**src/design/kmst_pkg.sv**
```systemverilog
// Package for the Kruskal spanning tree block: sizes, state codes and result type.
package kmst_pkg;

    localparam int DEF_MAX_VERTICES = 16;
    localparam int DEF_MAX_EDGES    = 120;
    localparam logic [4:0] VCOUNT_RESET = 5'd16;
    localparam int VID_W   = 4;
    localparam int WGT_W   = 16;
    localparam int COST_W  = 20;
    localparam int EDGE_W  = 2 * VID_W + WGT_W;

    typedef enum logic [3:0] {
        ST_LOAD,
        ST_INIT,
        ST_SCAN,
        ST_LKA,
        ST_LKB,
        ST_LKC,
        ST_EMIT,
        ST_MERGE,
        ST_NEXT,
        ST_FINISH
    } kmst_state_t;

    typedef struct packed {
        logic                     edge_valid;
        logic [VID_W-1:0]         from_vertex;
        logic [VID_W-1:0]         to_vertex;
        logic signed [WGT_W-1:0]  edge_weight;
        logic signed [COST_W-1:0] total_cost;
        logic                     last_result;
    } kmst_result_t;

endpackage

```
**src/design/kmst_ram.sv**
```systemverilog
// Generic simple dual-port RAM with registered read.
module kmst_ram #(
    parameter int WIDTH = 8,
    parameter int DEPTH = 16,
    localparam int AW = (DEPTH > 1) ? $clog2(DEPTH) : 1
) (
    input  logic             aclk,
    input  logic             we,
    input  logic [AW-1:0]    waddr,
    input  logic [WIDTH-1:0] wdata,
    input  logic [AW-1:0]    raddr,
    output logic [WIDTH-1:0] rdata
);
    logic [WIDTH-1:0] mem [DEPTH];
    logic [WIDTH-1:0] rdata_reg;

    always_ff @(posedge aclk) begin
        if (we) begin
            mem[waddr] <= wdata;
        end
        rdata_reg <= mem[raddr];
    end

    assign rdata = rdata_reg;
endmodule

```
**src/design/kmst_core.sv**
```systemverilog
// Load, sort-by-selection, Kruskal scan and result register of the spanning tree block.
module kmst_core import kmst_pkg::*; #(
    parameter int MAX_VERTICES = DEF_MAX_VERTICES,
    parameter int MAX_EDGES    = DEF_MAX_EDGES,
    localparam int EAW = (MAX_EDGES > 1) ? $clog2(MAX_EDGES) : 1,
    localparam int ECW = $clog2(MAX_EDGES + 1),
    localparam int VW  = $clog2(MAX_VERTICES),
    localparam int LCW = $clog2(MAX_VERTICES + 1)
) (
    input  logic                     aclk,
    input  logic                     aresetn,
    input  logic [4:0]               vertex_count,
    input  logic                     s_valid,
    output logic                     s_ready,
    input  logic [VID_W-1:0]         s_row,
    input  logic [VID_W-1:0]         s_col,
    input  logic signed [WGT_W-1:0]  s_weight,
    input  logic                     s_last,
    output logic                     m_valid,
    input  logic                     m_ready,
    output kmst_result_t             m_result,
    // edge store
    output logic                     e_we,
    output logic [EAW-1:0]           e_waddr,
    output logic [EDGE_W-1:0]        e_wdata,
    output logic [EAW-1:0]           e_raddr,
    input  logic [EDGE_W-1:0]        e_rdata,
    // label store
    output logic                     l_we,
    output logic [VW-1:0]            l_waddr,
    output logic [VW-1:0]            l_wdata,
    output logic [VW-1:0]            l_raddr,
    input  logic [VW-1:0]            l_rdata
);
    kmst_state_t state_reg, state_next;

    logic [ECW-1:0] cnt_reg, pass_reg, sc_addr_reg, sc_idx_reg;
    logic           sc_v_reg;
    logic [LCW-1:0] i_reg, n_reg, j_reg;
    logic [VW-1:0]  mrg_addr_reg;
    logic           mrg_v_reg;

    logic                     best_v_reg, have_prev_reg;
    logic [VID_W-1:0]         best_hi_reg, best_lo_reg;
    logic signed [WGT_W-1:0]  best_w_reg, prev_w_reg;
    logic [ECW-1:0]           best_idx_reg, prev_idx_reg;
    logic [VW-1:0]            la_reg, lb_reg;
    logic signed [COST_W-1:0] cost_reg;
    logic                     pend_v_reg;
    kmst_result_t             pend_reg, out_reg;
    logic                     out_v_reg;

    logic [LCW-1:0] nv;
    logic           in_acc, keep, out_free, push;
    kmst_result_t   push_data;
    logic signed [WGT_W-1:0] rd_w;
    logic           cand;
    logic           scan_done, merge_done, accept_edge;

    assign nv = ({27'd0, vertex_count} > 32'(MAX_VERTICES)) ? LCW'(MAX_VERTICES)
                                                             : LCW'(vertex_count);
    assign in_acc = s_valid && s_ready;
    assign keep = (s_col < s_row) && (32'(s_row) < 32'(nv)) && (s_weight != '0)
                  && (32'(cnt_reg) < 32'(MAX_EDGES));
    assign out_free = !out_v_reg || m_ready;

    assign rd_w = signed'(e_rdata[WGT_W-1:0]);
    // candidate = strictly after the previous pick in (weight, index) order
    assign cand = !have_prev_reg || (rd_w > prev_w_reg)
                  || ((rd_w == prev_w_reg) && (sc_idx_reg > prev_idx_reg));
    assign scan_done = (sc_addr_reg == cnt_reg) && !sc_v_reg;
    assign merge_done = (j_reg == nv) && !mrg_v_reg;
    assign accept_edge = (l_rdata != la_reg) && (32'(n_reg) < MAX_VERTICES - 1);

    // next state
    always_comb begin
        state_next = state_reg;
        unique case (state_reg)
            ST_LOAD:   if (in_acc && s_last) state_next = ST_INIT;
            ST_INIT: begin
                if (32'(i_reg) == MAX_VERTICES - 1) begin
                    state_next = (cnt_reg == '0) ? ST_FINISH : ST_SCAN;
                end
            end
            ST_SCAN:   if (scan_done) state_next = ST_LKA;
            ST_LKA:    state_next = ST_LKB;
            ST_LKB:    state_next = ST_LKC;
            ST_LKC:    state_next = accept_edge ? ST_EMIT : ST_NEXT;
            ST_EMIT:   if (!pend_v_reg || out_free) state_next = ST_MERGE;
            ST_MERGE:  if (merge_done) state_next = ST_NEXT;
            ST_NEXT:   state_next = (pass_reg + 1'b1 == cnt_reg) ? ST_FINISH : ST_SCAN;
            ST_FINISH: if (out_free) state_next = ST_LOAD;
            default:   state_next = ST_LOAD;
        endcase
    end

    // outputs
    always_comb begin
        s_ready   = 1'b0;
        e_we      = 1'b0;
        e_waddr   = cnt_reg[EAW-1:0];
        e_wdata   = {s_row, s_col, s_weight};
        e_raddr   = sc_addr_reg[EAW-1:0];
        l_we      = 1'b0;
        l_waddr   = i_reg[VW-1:0];
        l_wdata   = i_reg[VW-1:0];
        l_raddr   = j_reg[VW-1:0];
        push      = 1'b0;
        push_data = pend_reg;
        unique case (state_reg)
            ST_LOAD: begin
                s_ready = 1'b1;
                e_we    = in_acc && keep;
            end
            ST_INIT:  l_we = 1'b1;
            ST_LKA:   l_raddr = VW'(best_hi_reg);
            ST_LKB:   l_raddr = VW'(best_lo_reg);
            ST_EMIT:  push = pend_v_reg && out_free;
            ST_MERGE: begin
                l_we    = mrg_v_reg && (l_rdata == lb_reg);
                l_waddr = mrg_addr_reg;
                l_wdata = la_reg;
            end
            ST_FINISH: begin
                push = out_free;
                if (pend_v_reg) begin
                    push_data.last_result = 1'b1;
                end else begin
                    push_data = '{edge_valid: 1'b0, from_vertex: '0, to_vertex: '0,
                                  edge_weight: '0, total_cost: '0, last_result: 1'b1};
                end
            end
            default: ;
        endcase
    end

    always_ff @(posedge aclk) begin
        if (!aresetn) begin
            state_reg <= ST_LOAD;
            cnt_reg   <= '0;
            out_v_reg <= 1'b0;
        end else begin
            state_reg <= state_next;
            if (push) begin
                out_v_reg <= 1'b1;
            end else if (m_ready) begin
                out_v_reg <= 1'b0;
            end
            if (state_reg == ST_LOAD && in_acc && keep) begin
                cnt_reg <= cnt_reg + 1'b1;
            end else if (state_reg == ST_FINISH && out_free) begin
                cnt_reg <= '0;
            end
        end
    end

    always_ff @(posedge aclk) begin
        if (push) begin
            out_reg <= push_data;
        end
        case (state_reg)
            ST_LOAD: begin
                i_reg         <= '0;
                pass_reg      <= '0;
                have_prev_reg <= 1'b0;
                pend_v_reg    <= 1'b0;
                cost_reg      <= '0;
                n_reg         <= '0;
                sc_addr_reg   <= '0;
                sc_v_reg      <= 1'b0;
                best_v_reg    <= 1'b0;
            end
            ST_INIT: i_reg <= i_reg + 1'b1;
            ST_SCAN: begin
                if (sc_addr_reg != cnt_reg) begin
                    sc_addr_reg <= sc_addr_reg + 1'b1;
                    sc_idx_reg  <= sc_addr_reg;
                    sc_v_reg    <= 1'b1;
                end else begin
                    sc_v_reg <= 1'b0;
                end
                if (sc_v_reg && cand && (!best_v_reg || rd_w < best_w_reg)) begin
                    best_v_reg   <= 1'b1;
                    best_hi_reg  <= e_rdata[EDGE_W-1 -: VID_W];
                    best_lo_reg  <= e_rdata[WGT_W +: VID_W];
                    best_w_reg   <= rd_w;
                    best_idx_reg <= sc_idx_reg;
                end
            end
            ST_LKB: la_reg <= l_rdata;
            ST_LKC: begin
                lb_reg <= l_rdata;
                j_reg  <= '0;
                mrg_v_reg <= 1'b0;
            end
            ST_EMIT: begin
                if (!pend_v_reg || out_free) begin
                    pend_v_reg <= 1'b1;
                    cost_reg   <= cost_reg + COST_W'(best_w_reg);
                    pend_reg   <= '{edge_valid: 1'b1, from_vertex: best_hi_reg,
                                    to_vertex: best_lo_reg, edge_weight: best_w_reg,
                                    total_cost: cost_reg + COST_W'(best_w_reg),
                                    last_result: 1'b0};
                    n_reg      <= n_reg + 1'b1;
                end
            end
            ST_MERGE: begin
                if (j_reg != nv) begin
                    j_reg        <= j_reg + 1'b1;
                    mrg_addr_reg <= j_reg[VW-1:0];
                    mrg_v_reg    <= 1'b1;
                end else begin
                    mrg_v_reg <= 1'b0;
                end
            end
            ST_NEXT: begin
                pass_reg      <= pass_reg + 1'b1;
                have_prev_reg <= 1'b1;
                prev_w_reg    <= best_w_reg;
                prev_idx_reg  <= best_idx_reg;
                sc_addr_reg   <= '0;
                sc_v_reg      <= 1'b0;
                best_v_reg    <= 1'b0;
            end
            default: ;
        endcase
    end

    assign m_valid  = out_v_reg;
    assign m_result = out_reg;
endmodule

```
**src/design/kruskal_min_spanning_tree_top.sv**
```systemverilog
// Top level: vertex count register, edge and label stores, Kruskal core.
// Throughput while loading: one matrix entry per cycle; the last entry starts the build.
// Build: init of all MAX_VERTICES labels, then per stored edge a scan of the edge store
// and endpoint label lookups, plus an emit and a relabel pass per tree edge, then a finish step.
// Results pass a pending register and a one-entry output register; stalls add cycles.
// Sync active-low reset clears control state, vertex_count = 16; edge store unreset.
module kruskal_min_spanning_tree_top import kmst_pkg::*; #(
    parameter int MAX_VERTICES = DEF_MAX_VERTICES,
    parameter int MAX_EDGES    = DEF_MAX_EDGES
) (
    input  logic                     aclk,
    input  logic                     aresetn,
    input  logic                     cfg_we,
    input  logic [4:0]               cfg_wdata,
    input  logic                     s_valid,
    output logic                     s_ready,
    input  logic [VID_W-1:0]         s_row,
    input  logic [VID_W-1:0]         s_col,
    input  logic signed [WGT_W-1:0]  s_weight,
    input  logic                     s_last,
    output logic                     m_valid,
    input  logic                     m_ready,
    output logic                     m_edge_valid,
    output logic [VID_W-1:0]         m_from_vertex,
    output logic [VID_W-1:0]         m_to_vertex,
    output logic signed [WGT_W-1:0]  m_edge_weight,
    output logic signed [COST_W-1:0] m_total_cost,
    output logic                     m_last_result
);
    localparam int EAW = (MAX_EDGES > 1) ? $clog2(MAX_EDGES) : 1;
    localparam int VW  = $clog2(MAX_VERTICES);

    logic [4:0] vcount_reg;
    always_ff @(posedge aclk) begin
        if (!aresetn) begin
            vcount_reg <= VCOUNT_RESET;
        end else if (cfg_we) begin
            vcount_reg <= cfg_wdata;
        end
    end

    logic              e_we, l_we;
    logic [EAW-1:0]    e_waddr, e_raddr;
    logic [EDGE_W-1:0] e_wdata, e_rdata;
    logic [VW-1:0]     l_waddr, l_wdata, l_raddr, l_rdata;
    kmst_result_t      res;

    kmst_ram #(.WIDTH(EDGE_W), .DEPTH(MAX_EDGES)) u_edge_ram (
        .aclk(aclk), .we(e_we), .waddr(e_waddr), .wdata(e_wdata),
        .raddr(e_raddr), .rdata(e_rdata)
    );

    kmst_ram #(.WIDTH(VW), .DEPTH(MAX_VERTICES)) u_label_ram (
        .aclk(aclk), .we(l_we), .waddr(l_waddr), .wdata(l_wdata),
        .raddr(l_raddr), .rdata(l_rdata)
    );

    kmst_core #(.MAX_VERTICES(MAX_VERTICES), .MAX_EDGES(MAX_EDGES)) u_core (
        .aclk(aclk), .aresetn(aresetn), .vertex_count(vcount_reg),
        .s_valid(s_valid), .s_ready(s_ready), .s_row(s_row), .s_col(s_col),
        .s_weight(s_weight), .s_last(s_last),
        .m_valid(m_valid), .m_ready(m_ready), .m_result(res),
        .e_we(e_we), .e_waddr(e_waddr), .e_wdata(e_wdata),
        .e_raddr(e_raddr), .e_rdata(e_rdata),
        .l_we(l_we), .l_waddr(l_waddr), .l_wdata(l_wdata),
        .l_raddr(l_raddr), .l_rdata(l_rdata)
    );

    assign m_edge_valid  = res.edge_valid;
    assign m_from_vertex = res.from_vertex;
    assign m_to_vertex   = res.to_vertex;
    assign m_edge_weight = res.edge_weight;
    assign m_total_cost  = res.total_cost;
    assign m_last_result = res.last_result;
endmodule
```
**config.mk**
```make
export PLATFORM = sky130hd
export DESIGN_NAME = kruskal_min_spanning_tree_top
export DESIGN_NICKNAME = d
export VERILOG_FILES = /design/src/design/kmst_pkg.sv /design/src/design/kmst_ram.sv /design/src/design/kmst_core.sv /design/src/design/kruskal_min_spanning_tree_top.sv
export SDC_FILE = /design/constraint.sdc
export NUM_CORES = 2
export LEC_CHECK = 0
export BUFFER_PORTS_ARGS = -buffer_cell sky130_fd_sc_hd__buf_2
export CORE_ASPECT_RATIO = 0.75
export CORE_MARGIN = 3
export CORE_UTILIZATION = 35
export DETAILED_ROUTE_END_ITERATION = 8
export SYNTH_ARGS = -nofsm -noshare
export SYNTH_HDL_FRONTEND = slang
export SYNTH_SLANG_ARGS = --single-unit
```
**constraint.sdc**
```tcl
create_clock -name aclk -period 5 [get_ports aclk]
set_input_delay 0.25 -clock aclk [delete_from_list [all_inputs] [get_ports aclk]]
set_output_delay 0.25 -clock aclk [all_outputs]
set_load 0.03 [all_outputs]
```
== After elaboration in Yosys (flattened, before gate mapping) ==
Memories as Yosys holds them, arrays and structs flattened. A register that Yosys moved wholly into a read port is not among the register bits.
Index checks and enable logic that the tools add are counted.
Storage, ports and cells
  flip-flop bits (word level): 234
  bits in writable memories: 2944
  output and inout bits: 48
  word-level logic and storage cells: 174
  memories: 2
Operators by class
  add/sub/neg operators: 7
  magnitude comparators: 8
  eq/ne operators: 27
  multiplexer cells: 47
  reductions and logical operators: 48
Memories
  u_edge_ram.mem: depth 120, width 24, rd ports 1, clocked after memory_dff 1, write ports 1, RTL line kmst_ram.sv:14  | logic [WIDTH-1:0] mem [DEPTH];
  u_label_ram.mem: depth 16, width 4, rd ports 1, clocked after memory_dff 1, write ports 1, RTL line kmst_ram.sv:14
Operators with widths (number)
  2-to-1 mux 45 bit: 2
  2-to-1 mux 4 bit: 11
  one-hot mux 20 bit (2 select lines): 1
  one-hot mux 4 bit (10 select lines): 1
  one-hot mux 5 bit (2 select lines): 3
  one-hot mux 7 bit (2 select lines): 2
  adder 7 x 1 -> 7 bit, second input constant: 3
  2-to-1 mux 7 bit: 3
  adder 20 x 16 -> 20 bit: 1
  2-to-1 mux 20 bit: 1
  != test 2 x 1 -> 1 bit, second input constant: 9
  logical AND 1 bit: 17
  == test 16 bit: 1
  == test 4 x 3 -> 1 bit, second input constant: 4
  > comparator 16 bit: 1
  < comparator 16 bit: 1
  AND reduction 2 bit: 8
  nonzero test 16 bit: 1
  adder 5 x 1 -> 5 bit, second input constant: 3
  2-to-1 mux 5 bit: 3
  == test 7 bit: 2
  one-hot mux 1 bit (2 select lines): 7
  nonzero test 2 bit: 7
  2-to-1 mux 1 bit: 12
  other kinds (22): 33

== Longest topological paths before layout ==
  depth in word-level cells: 10
  depth in mapped cells: 12

== Cells and area by module ==
A second synthesis with hierarchy kept.
Second synthesis, totals
  cell total of the unflattened synthesis: 5827
  area, all modules: 125426.5 um^2
Modules (own cells, without submodules)
  kmst_ram at u_edge_ram: times used 1, cells each 4757, area each 111129.1 um^2
  kmst_core: times used 1, cells each 924, area each 11441.0 um^2
  kmst_ram at u_label_ram: times used 1, cells each 130, area each 2666.3 um^2
  kruskal_min_spanning_tree_top: times used 1, cells each 16, area each 190.2 um^2

== Worst setup path after synthesis ==
OpenSTA, ideal clock, no wires.
  kind: register to register
  start point: register u_core.state_reg[0]
  end point: memory u_edge_ram.mem[72][0] (netlist bit), enable pin
  arrival: 4.342 ns
  data required time: 4.534 ns
  slack: 0.192 ns
  cell stages (with the launch flop): 8
  buffers on the path: 2
  clock period less this slack: 4.808 ns
  cell sequence: dfxtp_1 > buf_6 > nor4_4 > o2111ai_1 > a211oi_4 > buf_2 > nand4b_2 > nor4_1
Between the ends
  word-level cells in the longest chain between the ends: 7
RTL lines
  start: declaration: RTL line kmst_core.sv:35  | kmst_state_t state_reg, state_next;
  start signal: assignment: RTL line kmst_core.sv:143  | state_reg <= state_next;
  logical NOT 4 bit: RTL line kmst_core.sv:110  | unique case (state_reg)
  2-to-1 mux 1 bit: RTL line kmst_core.sv:110
  net s_ready: RTL line kruskal_min_spanning_tree_top.sv:16  | output logic s_ready,
  logical AND 1 bit: RTL line kmst_core.sv:62  | assign in_acc = s_valid && s_ready;
  logical AND 1 bit: RTL line kmst_core.sv:113  | e_we = in_acc && keep;
  2-to-1 mux 1 bit: RTL line kmst_core.sv:110
  2-to-1 mux 1 bit: RTL line kmst_ram.sv:18  | if (we) begin
  2-to-1 mux 1 bit (implied by the code): RTL line kmst_ram.sv:19  | mem[waddr] <= wdata;
  end: declaration: RTL line kmst_ram.sv:14
The timed path passes the listed nets, and every way through them passes these cells.

==> run metrics <==
Crit path max-delay family compound AO/OA/AOI/OAI gates; Detail Route Antenna Nets 0; drt total wl 344000 um; Mapped Area 124000 um^2; postcts setup bufs 0; period utilization 0.991; Mapped Cells 5815; # setup viols final 0; Core Util, Final 0.405; status complete, no violations; Final Hold Fails 0; Power per Cell Area 514 nW/um^2; largest net degree at the start of global routing 121; initial antenna violation count 30; post-synthesis sequential area ratio 0.772; layout cells sized above 1 0.268; Biggest register u_edge_ram.mem; Buf/Inv on CP 2; leak pwr 0.0448 uW; Die Width 694 um; CP arrival between 5 and 6 ns; xor/xnor share of the synthesized area 0.00446; row count about 190; Critical Path RT 5.66 ns; clk buf depth 4; via count about 63000; die area 362000 um^2; crit-path max cell delay around 1.2 ns; boundary pin count slightly above 80; IO buf count 82; DP HPWL 219000 um; initial core utilization 0.353; top_reg_cell synth edfxtp_1; worst skew pair latency 0.88 ns; Worst-Margin Slew 1.50 ns; CTS clk-pin slew, worst paths 0.07 ns; global-route wire length before repair around 480000 um; fmax 0.202 GHz; nets 6405; vias in the first global route 61400; CTS buffer count 305; CP Max Fanout between 50 and 60; first-pass iteration count of the detailed router 5; drt drc 0; Compound-Gate Fraction of Synth Area 0.0270; Clock Skews 0.0793 ns; worst path setup slack after routing 0.0460 ns; number of flip-flops in the largest register about 2900; nature of the critical path endpoint register; gr ovfl total 0; core area 351000 um^2; Total Routing Usage GR 0.186; synthesized flop and latch total 3206; slowest stage cell on the critical path a221oi_1; Root Driver clkbuf_16; Slew Viols, Final 0; Crit Path Class register to register; max cap viols 0; clk sinks 3206; CTS tree yes; H-tree level count 5; GP Congestion 0.907; Worst slew margin 0.000835; RSZ-0062 raised after global routing false; Post-synth EDFFs between 3000 and 4000; most used cell along the critical path nor2_1; worst hold-check path type primary input to register; startpoint types register; multiplexer area fraction after synthesis 0.149; cells along the critical path buf_12 > buf_4 > mux4_2 > mux2i_1 > nor2_1 > nor2_1 > a221oi_1 > nor3_1 > a21oi_1; detailed-route vias per instance roughly 5.6; post-synthesis simple-gate area fraction 0.0268; Iter 0 DRT Violations approximately 9000; die height 522 um; Synth Warn # 0; share of flip-flops with an asynchronous set or reset 0; Place WS 0.573 ns; min Tclk post-route roughly 5.0 ns; TNS Setup 0 ns; syn_nets around 6000; Area Growth Syn to Fin 14.6%; Avg WL per Cell 30.7 um; Adder-Cell Fraction of Synth Area 0.00731; library cells used by synthesis slightly below 80; hold_ws between 0.03 and 0.04 ns; largest family of logic cells by synthesized area multiplexers; Peak VDD IR 0.417 mV; syn_area_per_cell about 21 um^2
cell usage after synthesis (22+ instances only):
master	instances	share of area
buf_4	26	0.0016
clkbuf_1	112	0.0034
xor2_1	26	0.0018
nor2_1	229	0.0069
a22oi_1	62	0.0037
ha_1	71	0.0072
xnor2_1	32	0.0023
nand2_1	88	0.0027
a221oi_1	34	0.0024
nor3_1	49	0.0020
mux2i_1	231	0.019
dfxtp_1	45	0.0073
nand2b_1	22	0.0011
nor2b_1	71	0.0036
o21ai_0	76	0.0031
and2_1	24	0.0012
buf_2	101	0.0041
edfxtp_1	3161	0.76
a211oi_1	32	0.0019
nor4_1	34	0.0017
a21oi_1	63	0.0025
inv_1	67	0.0020
o22ai_1	122	0.0061
mux4_2	712	0.13
nand3_1	52	0.0021
buf_1	32	0.00097
metrics by stage:
step                      std cells  total power (uW)  area (um^2)
final                         11200             73200       142000
after global routing          11200             75600       142000
after floorplan                5815             42700       124000
after CTS                     11200             73400       142000
after detailed placement      10600             50700       132000
after global placement        10600             50600       132000
final timing paths:
kind / from / cells after the start / end / slack, ns
max reg2reg: u_core.e_raddr[0] / 9 / u_edge_ram.rdata[3] / 0.05
max: u_core.e_raddr[0] / 9 / u_edge_ram.rdata[3] / 0.05
min reg2reg: u_core.best_idx_reg[4] / 0 / u_core.prev_idx_reg[4] / 0.42
min: s_weight[10] / 2 / u_edge_ram.mem[37][10] / 0.04
report_power, final:
group,switching (uW),internal (uW)
sequential,688,30200
clock,9910,12900
combinational,11900,7600
kinds of logic (layout without fill, tap and decap cells):
family,Yosys count,in the layout
DFF,3206,3206
xor gates and xnor gates,60,60
adders and majority gates,72,72
AOI/OAI and AO/OA,508,508
muxes,952,952
and+or+nand+nor,655,655
other,0,13
buffers and inverters,362,1078
placed cells by master, fill, tap and decap left out, types with 26 or more instances in the layout:
master,count
o21ai_0,74
ha_1,71
buf_2,58
xor2_1,26
mux2i_1,231
a221oi_1,34
nand2_1,88
mux4_2,712
nor4_1,31
clkinv_2,52
nand3_1,52
nor2b_1,67
clkinv_1,57
xnor2_1,32
clkbuf_16,311
o22ai_1,122
edfxtp_1,3161
nor2_1,109
nor2_2,119
a211oi_1,32
dfxtp_1,45
inv_1,66
nor3_1,48
bufinv_16,26
buf_4,363
a22oi_1,62
a21oi_1,61
clkbuf_1,58
repair_timing:
action                                 CTS  global route
gates resized for setup                  0             0
hold buffers                            24             0
endpoints found under the hold margin  222             0
layer usage:
metal	global-route usage	up-vias	wire, um
met5	0	-	56
met4	0.0451	8	8550
met3	0.0650	476	42600
met2	0.261	3429	145000
met1	0.277	33800	147000
li1	-	25300	-
cell type report:
type	count	area (um^2)
Clock inverter	166	1570
Inverter	68	263
Clock buffer	374	8070
Multi-Input combinational cell	2247	27000
Sequential cell	3206	95800
Antenna cell	13	32.5
Fill cell	30700	209000
Timing Repair Buffer	470	3760
Tap cell	4655	5820
No activity file was read; power rests on OpenSTA's default activity.
